==> src/hw/rtl/cswq_pkg.sv <==
`timescale 1ns / 1ps
`default_nettype none

package cswq_pkg;

  // fixed field widths
  localparam int OP_W  = 2;
  localparam int ID_W  = 5;
  localparam int PID_W = 5;
  localparam int CNT_W = 8;
  localparam int ST_W  = 3;

  // default sizing
  localparam int SEM_COUNT_DEF  = 32;
  localparam int WAIT_DEPTH_DEF = 16;

  // saturation limit of a count
  localparam logic [CNT_W-1:0] COUNT_MAX = 8'hFF;

  typedef logic [OP_W-1:0] op_t;
  typedef logic [ST_W-1:0] status_t;

  // operation codes
  localparam op_t OP_CREATE = 2'd0;
  localparam op_t OP_LOCK   = 2'd1;
  localparam op_t OP_UNLOCK = 2'd2;

  // status codes
  localparam status_t ST_CREATED   = 3'd0;
  localparam status_t ST_GRANTED   = 3'd1;
  localparam status_t ST_SUSPENDED = 3'd2;
  localparam status_t ST_RELEASED  = 3'd3;
  localparam status_t ST_WOKE      = 3'd4;
  localparam status_t ST_ERROR     = 3'd5;

endpackage

`default_nettype wire

==> src/hw/rtl/cswq_sem_tbl.sv <==
`timescale 1ns / 1ps
`default_nettype none

module cswq_sem_tbl #(
  parameter int ADDR_W  = 5,
  parameter int ENTRY_W = 17
) (
  input  logic                        clk,
  input  logic [ADDR_W-1:0]           rd_addr,
  output logic [ENTRY_W-1:0]          rd_entry,
  input  logic                        wr_en,
  input  logic [ADDR_W-1:0]           wr_addr,
  input  logic [ENTRY_W-1:0]          wr_entry,
  input  logic                        cr_wr_en,
  input  logic [cswq_pkg::PID_W-1:0]  cr_wr_data
);
  import cswq_pkg::*;

  localparam int DEPTH = 1 << ADDR_W;

  // count, queue head and queue length per semaphore
  logic [ENTRY_W-1:0] entry_mem [DEPTH];
  // creator of each semaphore, kept as a record
  logic [PID_W-1:0]   creator_mem [DEPTH];

  // entry port: registered read, write in the same cycle
  always_ff @(posedge clk) begin
    if (wr_en) begin
      entry_mem[wr_addr] <= wr_entry;
    end
    rd_entry <= entry_mem[rd_addr];
  end

  // creator port
  always_ff @(posedge clk) begin
    if (cr_wr_en) begin
      creator_mem[wr_addr] <= cr_wr_data;
    end
  end

endmodule

`default_nettype wire

==> src/hw/rtl/cswq_wait_ram.sv <==
`timescale 1ns / 1ps
`default_nettype none

module cswq_wait_ram #(
  parameter int ADDR_W = 9
) (
  input  logic                        clk,
  input  logic [ADDR_W-1:0]           addr,
  input  logic                        wr_en,
  input  logic [cswq_pkg::PID_W-1:0]  wr_data,
  output logic [cswq_pkg::PID_W-1:0]  rd_data
);
  import cswq_pkg::*;

  localparam int DEPTH = 1 << ADDR_W;

  // one row of queue slots per semaphore
  logic [PID_W-1:0] slot_mem [DEPTH];

  // single port, registered read
  always_ff @(posedge clk) begin
    if (wr_en) begin
      slot_mem[addr] <= wr_data;
    end
    rd_data <= slot_mem[addr];
  end

endmodule

`default_nettype wire

==> src/hw/rtl/counting_semaphore_wait_queue_top.sv <==
`timescale 1ns / 1ps
`default_nettype none

// a result strobes on out_valid from the result register, behind the accept stage register
// throughput: one word per cycle; busy stays low, the semaphore table is read in
//   the accept cycle and written back in the next cycle with a bypass for neighbors
// reset: clears the pipeline valids and the id allocator; memories are not swept,
//   an entry is only read after its create has written it
// results cannot be held off by the receiver: each is shown for one cycle only
module counting_semaphore_wait_queue_top #(
  parameter int SEM_COUNT  = cswq_pkg::SEM_COUNT_DEF,
  parameter int WAIT_DEPTH = cswq_pkg::WAIT_DEPTH_DEF
) (
  input  logic                          clk,
  input  logic                          rst_n,
  input  logic                          start,
  output logic                          busy,
  input  logic [cswq_pkg::OP_W-1:0]     in_operation,
  input  logic [cswq_pkg::ID_W-1:0]     in_sem_id,
  input  logic [cswq_pkg::PID_W-1:0]    in_requester,
  input  logic [cswq_pkg::CNT_W-1:0]    in_initial_count,
  output logic                          out_valid,
  output logic [cswq_pkg::ST_W-1:0]     out_status,
  output logic [cswq_pkg::ID_W-1:0]     out_result_id,
  output logic [cswq_pkg::PID_W-1:0]    out_woken_pid,
  output logic [cswq_pkg::CNT_W-1:0]    out_count_after
);
  import cswq_pkg::*;

  localparam int SEM_IW  = (SEM_COUNT > 1) ? $clog2(SEM_COUNT) : 1;
  localparam int NID_W   = $clog2(SEM_COUNT + 1);
  localparam int HEAD_W  = (WAIT_DEPTH > 1) ? $clog2(WAIT_DEPTH) : 1;
  localparam int LEN_W   = $clog2(WAIT_DEPTH + 1);
  localparam int SUM_W   = LEN_W + 1;
  localparam int ENTRY_W = CNT_W + HEAD_W + LEN_W;
  localparam int CMP_W   = (NID_W > ID_W) ? NID_W : ID_W;
  localparam int SLOT_AW = SEM_IW + HEAD_W;

  // accept stage registers
  logic              s1_valid_r;
  op_t               s1_op_r;
  logic [ID_W-1:0]   s1_id_r;
  logic [PID_W-1:0]  s1_who_r;
  logic [CNT_W-1:0]  s1_init_r;

  // id allocator
  logic [NID_W-1:0]  nid_r, nid_nxt;

  // bypass of the last table write
  logic               byp_valid_r;
  logic [SEM_IW-1:0]  byp_addr_r;
  logic [ENTRY_W-1:0] byp_entry_r;

  // result registers
  logic              out_valid_r;
  status_t           out_status_r;
  logic [ID_W-1:0]   out_result_id_r;
  logic [CNT_W-1:0]  out_count_after_r;

  // table and slot ports
  logic [ENTRY_W-1:0] tbl_rd_entry;
  logic               tbl_we;
  logic               cr_we;
  logic [SEM_IW-1:0]  tbl_wr_addr;
  logic [ENTRY_W-1:0] tbl_wr_entry;
  logic [SLOT_AW-1:0] slot_addr;
  logic               slot_we;
  logic [PID_W-1:0]   slot_rd;

  // decode helpers
  logic [SEM_IW-1:0]  s1_addr;
  logic [ENTRY_W-1:0] cur_entry;
  logic [CNT_W-1:0]   cur_count;
  logic [HEAD_W-1:0]  cur_head;
  logic [LEN_W-1:0]   cur_len;
  logic [SUM_W-1:0]   tail_sum;
  logic [HEAD_W-1:0]  tail;
  logic [HEAD_W-1:0]  head_inc;
  logic               id_known;
  status_t            st_nxt;
  logic [ID_W-1:0]    rid_nxt;
  logic [CNT_W-1:0]   cnt_nxt;

  assign busy = 1'b0;

  // accept stage
  always_ff @(posedge clk) begin
    if (!rst_n) begin
      s1_valid_r <= 1'b0;
    end else begin
      s1_valid_r <= start;
    end
    s1_op_r   <= in_operation;
    s1_id_r   <= in_sem_id;
    s1_who_r  <= in_requester;
    s1_init_r <= in_initial_count;
  end

  cswq_sem_tbl #(
    .ADDR_W  (SEM_IW),
    .ENTRY_W (ENTRY_W)
  ) u_sem_tbl (
    .clk        (clk),
    .rd_addr    (SEM_IW'(in_sem_id)),
    .rd_entry   (tbl_rd_entry),
    .wr_en      (tbl_we),
    .wr_addr    (tbl_wr_addr),
    .wr_entry   (tbl_wr_entry),
    .cr_wr_en   (cr_we),
    .cr_wr_data (s1_who_r)
  );

  cswq_wait_ram #(
    .ADDR_W (SLOT_AW)
  ) u_wait_ram (
    .clk     (clk),
    .addr    (slot_addr),
    .wr_en   (slot_we),
    .wr_data (s1_who_r),
    .rd_data (slot_rd)
  );

  // current entry, taking the bypassed table write of the previous word
  assign s1_addr   = SEM_IW'(s1_id_r);
  assign cur_entry = (byp_valid_r && (byp_addr_r == s1_addr)) ? byp_entry_r : tbl_rd_entry;
  assign cur_count = cur_entry[ENTRY_W-1 -: CNT_W];
  assign cur_head  = cur_entry[LEN_W +: HEAD_W];
  assign cur_len   = cur_entry[LEN_W-1:0];

  // queue pointer arithmetic, modulo the queue depth
  assign tail_sum = SUM_W'(cur_head) + SUM_W'(cur_len);
  assign tail     = (tail_sum >= SUM_W'(WAIT_DEPTH)) ? HEAD_W'(tail_sum - SUM_W'(WAIT_DEPTH))
                                                     : HEAD_W'(tail_sum);
  assign head_inc = (cur_head == HEAD_W'(WAIT_DEPTH - 1)) ? '0 : cur_head + HEAD_W'(1);

  assign id_known = CMP_W'(s1_id_r) < CMP_W'(nid_r);

  // operation decode and state update
  always_comb begin
    st_nxt       = ST_ERROR;
    rid_nxt      = s1_id_r;
    cnt_nxt      = '0;
    tbl_we       = 1'b0;
    cr_we        = 1'b0;
    tbl_wr_addr  = s1_addr;
    tbl_wr_entry = cur_entry;
    slot_we      = 1'b0;
    slot_addr    = {s1_addr, cur_head};
    nid_nxt      = nid_r;
    case (s1_op_r)
      OP_CREATE: begin
        if (nid_r == NID_W'(SEM_COUNT)) begin
          rid_nxt = '0;
        end else begin
          st_nxt       = ST_CREATED;
          rid_nxt      = ID_W'(nid_r);
          cnt_nxt      = s1_init_r;
          tbl_we       = s1_valid_r;
          cr_we        = s1_valid_r;
          tbl_wr_addr  = SEM_IW'(nid_r);
          tbl_wr_entry = {s1_init_r, {HEAD_W{1'b0}}, {LEN_W{1'b0}}};
          nid_nxt      = s1_valid_r ? nid_r + NID_W'(1) : nid_r;
        end
      end
      OP_LOCK: begin
        if (id_known) begin
          if (cur_count != '0) begin
            st_nxt       = ST_GRANTED;
            cnt_nxt      = cur_count - CNT_W'(1);
            tbl_we       = s1_valid_r;
            tbl_wr_entry = {cnt_nxt, cur_head, cur_len};
          end else if (cur_len == LEN_W'(WAIT_DEPTH)) begin
            cnt_nxt = cur_count;
          end else begin
            st_nxt       = ST_SUSPENDED;
            cnt_nxt      = cur_count;
            tbl_we       = s1_valid_r;
            tbl_wr_entry = {cur_count, cur_head, cur_len + LEN_W'(1)};
            slot_we      = s1_valid_r;
            slot_addr    = {s1_addr, tail};
          end
        end
      end
      OP_UNLOCK: begin
        if (id_known) begin
          if (cur_len == '0) begin
            st_nxt       = ST_RELEASED;
            cnt_nxt      = (cur_count == COUNT_MAX) ? cur_count : cur_count + CNT_W'(1);
            tbl_we       = s1_valid_r;
            tbl_wr_entry = {cnt_nxt, cur_head, cur_len};
          end else begin
            st_nxt       = ST_WOKE;
            cnt_nxt      = cur_count;
            tbl_we       = s1_valid_r;
            tbl_wr_entry = {cur_count, head_inc, cur_len - LEN_W'(1)};
          end
        end
      end
      default: begin
        st_nxt = ST_ERROR;
      end
    endcase
  end

  // allocator, bypass and result registers
  always_ff @(posedge clk) begin
    if (!rst_n) begin
      nid_r       <= '0;
      byp_valid_r <= 1'b0;
      out_valid_r <= 1'b0;
    end else begin
      nid_r       <= nid_nxt;
      byp_valid_r <= tbl_we;
      out_valid_r <= s1_valid_r;
    end
    byp_addr_r        <= tbl_wr_addr;
    byp_entry_r       <= tbl_wr_entry;
    out_status_r      <= st_nxt;
    out_result_id_r   <= rid_nxt;
    out_count_after_r <= cnt_nxt;
  end

  // result word
  assign out_valid       = out_valid_r;
  assign out_status      = out_status_r;
  assign out_result_id   = out_result_id_r;
  assign out_count_after = out_count_after_r;
  assign out_woken_pid   = (out_status_r == ST_WOKE) ? slot_rd : '0;

endmodule

`default_nettype wire

==> config.mk <==
export PLATFORM = sky130hd
export DESIGN_NAME = counting_semaphore_wait_queue_top
export DESIGN_NICKNAME = d
export VERILOG_FILES = /design/src/hw/rtl/cswq_pkg.sv /design/src/hw/rtl/cswq_sem_tbl.sv /design/src/hw/rtl/cswq_wait_ram.sv /design/src/hw/rtl/counting_semaphore_wait_queue_top.sv
export SDC_FILE = /design/constraint.sdc
export NUM_CORES = 2
export LEC_CHECK = 0
export ABC_AREA = 1
export BUFFER_PORTS_ARGS = -buffer_cell sky130_fd_sc_hd__buf_4
export CORE_MARGIN = 3
export CORE_UTILIZATION = 35
export DETAILED_ROUTE_END_ITERATION = 10
export PLACE_DENSITY = 0.53
export SETUP_SLACK_MARGIN = 0.4
export SLEW_MARGIN = 30
export SYNTH_ARGS = -nofsm -noshare
export SYNTH_HDL_FRONTEND = slang
export SYNTH_HIERARCHICAL = 1
export SYNTH_SLANG_ARGS = --single-unit
==> constraint.sdc <==
create_clock -name clk -period 7.9 [get_ports clk]
set_input_delay 1.58 -clock clk [delete_from_list [all_inputs] [get_ports clk]]
set_output_delay 1.58 -clock clk [all_outputs]
set_load 0.005 [all_outputs]
==> metrics.csv <==
metric,value,unit
status,finished clean,
placed_area,139000,um^2
hold_path_class,flop to flop,
dr.first_iter.drc_count,8002,
dp_hpwl,208000,um
cts_tree,yes,
synth_top_family_by_area,simple AND/OR/NAND/NOR gates,
power_density,255,nW/um^2
period_share,81.4,%
drive_gt1_share,6.45,%
fin_area,150000,um^2
vdd.ir_drop.worst,0.183,mV
p_sw,9770,uW
grt_pass1_vias,84628,
track_usage,18.9,%
syn_inst,12911,
clockRootBuffer,clkbuf_16,
yosysTopAreaCellShare,69.8,%
nets,12836,
end_kind,flop,
start_util,35.2,%
synthArstFlopShare,0,%
synth.mux.area_fraction,0,%
yosys.area.top_type,edfxtp_1,
crit_type,flop to flop,
cts.clk_slew.worst_paths,0.06,ns
p_comb_share,10.3,%
die_y,624,um
crit_chain,inv_2 -> nand2_1 -> nand2_2 -> nor2_4 -> nand3_4 -> o21ai_0 -> inv_1 -> ha_1 -> inv_1 -> fa_1 -> o21ai_4 -> inv_8 -> nor2_4 -> buf_12 -> nand2_4 -> buf_4 -> nor2_1,
slowest_delay,0.79,ns
p_clk_share,40.6,%
cts_num_sinks,3193,
drv_cap,0,
hold_viol,0,
cts_max_path_buffers,4,
intPower,28500,uW
drt-total-wl,378000,um
die_area,389000,um^2
synth-compound-area-share,0.499,%
relSlewSlack,26.8,%
crit_slowest_cell,o21ai_0,
p_leak,0.0581,uW
syn_avg_cell_area,10.3,um^2
fill_cells,36837,
wire_per_inst,20.9,um
rsz0062_at_grt,false,
synth_cell_types,49,
fmax,156,MHz
yosysMostFrequentCell,nand2_1,
total_power,38200,uW
required,8.44,ns
mappedNetlistArea,134000,um^2
overflow,0,
crit_path_max_fanout,129,
ys.flop_type,edfxtp_1,
ys_ff_latch,3193,
swShare,25.6,%
drv_slew,0,
grt_max_degree,169,
routed_via_density,4.87,
io-pin-count,46,
fp-row-count,226,
vias,88233,
critPathArrivalTime,6.97,ns
tightest_slew,1.10,ns
cts_buffers,351,
syn_to_final_growth,12.4,%
ys_seq_area_share,71.1,%
numPortBuffers,44,
grt_pass1_wl,555000,um
drt_drc_violations_left,0,
hold_buffers,0,
antenna_found_initial,15,
synthSimpleGateAreaFrac,25.4,%
synth_area_leaders,"edfxtp_1, nand2_1, nor2_1",
drtPass1Iterations,6,
synth_edf_count,3104,
die_w,624,um
final-setup-viol-count,0,
finalClockSkew,0.0730,ns
post_cts_resized,0,
setup.worst_path.start_class,flop,
setup_tns,0,ns
yosys.area_share.xor_xnor,0.0590,%
post_cts_buffers,0,
synth_adder_area_share,0.146,%
htree_levels,5,
core_area,379000,um^2
synth_common_cells,"nand2_1, edfxtp_1, nor2_1",
pwr-share-seq,49.1,%
synth_nets,12949,
period_needed,6.43,ns
ys_warn_count,6,
worstSkewPairLatency,0.96,ns
routabilityCongestion,0.821,
ant_nets,0,
## worst paths after layout
path / startpoint / endpoint / slack (ns) / cells past startpoint
worst max-delay path: s1_addr[3] / u_wait_ram/slot_mem[382][1] / 1.47 / 17
worst min-delay path: nid_r[4] / nid_r[5] / 0.45 / 1
worst max register to register: s1_addr[3] / u_wait_ram/slot_mem[382][1] / 1.47 / 17
worst min register to register: nid_r[4] / nid_r[5] / 0.45 / 1
## layout by cell type (no fill, tap or decap), types with 5 or more instances in the layout
master	instances
inv_1	100
diode_2	6
o21ai_0	58
clkinv_4	5
bufinv_16	15
nand2_1	6957
inv_6	13
a21oi_1	32
nand4_1	20
ha_1	14
inv_2	24
nand2_2	14
nand2_4	18
clkbuf_1	72
buf_4	178
edfxtp_1	3104
dfxtp_1	84
nor2_4	20
inv_16	8
o211ai_1	8
xor2_1	7
clkinvlp_4	10
buf_12	42
nand3_1	707
clkinv_1	94
dfxtp_4	5
nor2_2	31
nor2_1	954
nor3_1	6
clkinv_2	70
clkbuf_16	357
## through the flow
stage | utilization (%) | setup slack, ns | hold slack [ns] | cells
2_1_floorplan | - | 3.42 | 0.433 | 12911
6_report | 39.6 | 1.47 | 0.449 | 18107
4_1_cts | 39.6 | 1.49 | 0.453 | 18099
3_3_place_gp | 36.7 | 1.59 | 0.462 | 17459
3_5_place_dp | 36.7 | 1.57 | 0.452 | 17459
5_1_grt | 39.6 | 1.00 | 0.505 | 18102
## critical path: cells and delay by family (launching register included)
kind                       cells  cell delay, ns
and+or+nand+nor                7            2.00
buffers and inverters          6            1.45
AOI/OAI and AO/OA              2            1.17
adders and majority gates      2            0.67
DFF                            1            0.64
## sequential cells by signal, indices dropped and copies added (netlist names), 2 cells and up
name / flops
s1_op_r: 2
nid_r: 6
byp_entry_r: 17
byp_addr_r: 5
u_wait_ram/rd_data: 5
out_count_after: 8
u_sem_tbl/rd_entry: 17
u_sem_tbl/entry_mem: 544
u_wait_ram/slot_mem: 2560
out_status: 3
s1_addr: 5
out_result_id: 5
s1_init_r: 8
s1_who_r: 5
## power by group through the flow
stage          logic (uW)  clock network [uW]  registers (uW)
2_1_floorplan        2420                   0           19300
3_3_place_gp         3950                   0           19100
3_5_place_dp         3940                   0           19100
4_1_cts              3960               15900           18800
5_1_grt              4380               16500           18800
6_report             3930               15500           18800
## per-layer routing
| metal | vias up | part of all wire (%) | routed length, um | track usage (%) |
|---|---|---|---|---|
| met5 | - | 0.0040 | 15 | 0 |
| met4 | 4 | 2.9 | 11000 | 5.63 |
| met3 | 537 | 6.8 | 25800 | 2.97 |
| met2 | 2642 | 46 | 173000 | 30.1 |
| met1 | 42746 | 44 | 167000 | 26.5 |
| li1 | 42304 | - | - | - |
## area by class of cell
class | count | area (um^2) | share of cell area (%)
diodes | 6 | 15.0 | 0.0100
clock inverters | 212 | 1610 | 1.07
clock buffers | 428 | 9180 | 6.11
repair buffers | 223 | 2230 | 1.48
well taps | 5016 | 6280 | 4.18
flip-flops and latches | 3193 | 95000 | 63.3
inverters | 139 | 583 | 0.388
multi-input cells | 8890 | 35300 | 23.5
## kinds of logic (layout without fill, tap and decap cells)
| logic type | count (synthesis) | after routing |
|---|---|---|
| adder cells (fa/ha/maj) | 15 | 15 |
| AO/OA/AOI/OAI | 120 | 120 |
| buffers and inverters | 828 | 1002 |
| XOR/XNOR | 9 | 9 |
| other | 1 | 7 |
| AND/OR/NAND/NOR | 8745 | 8745 |
| flip-flops | 3193 | 3193 |
Power figures use the tool's default switching activity.
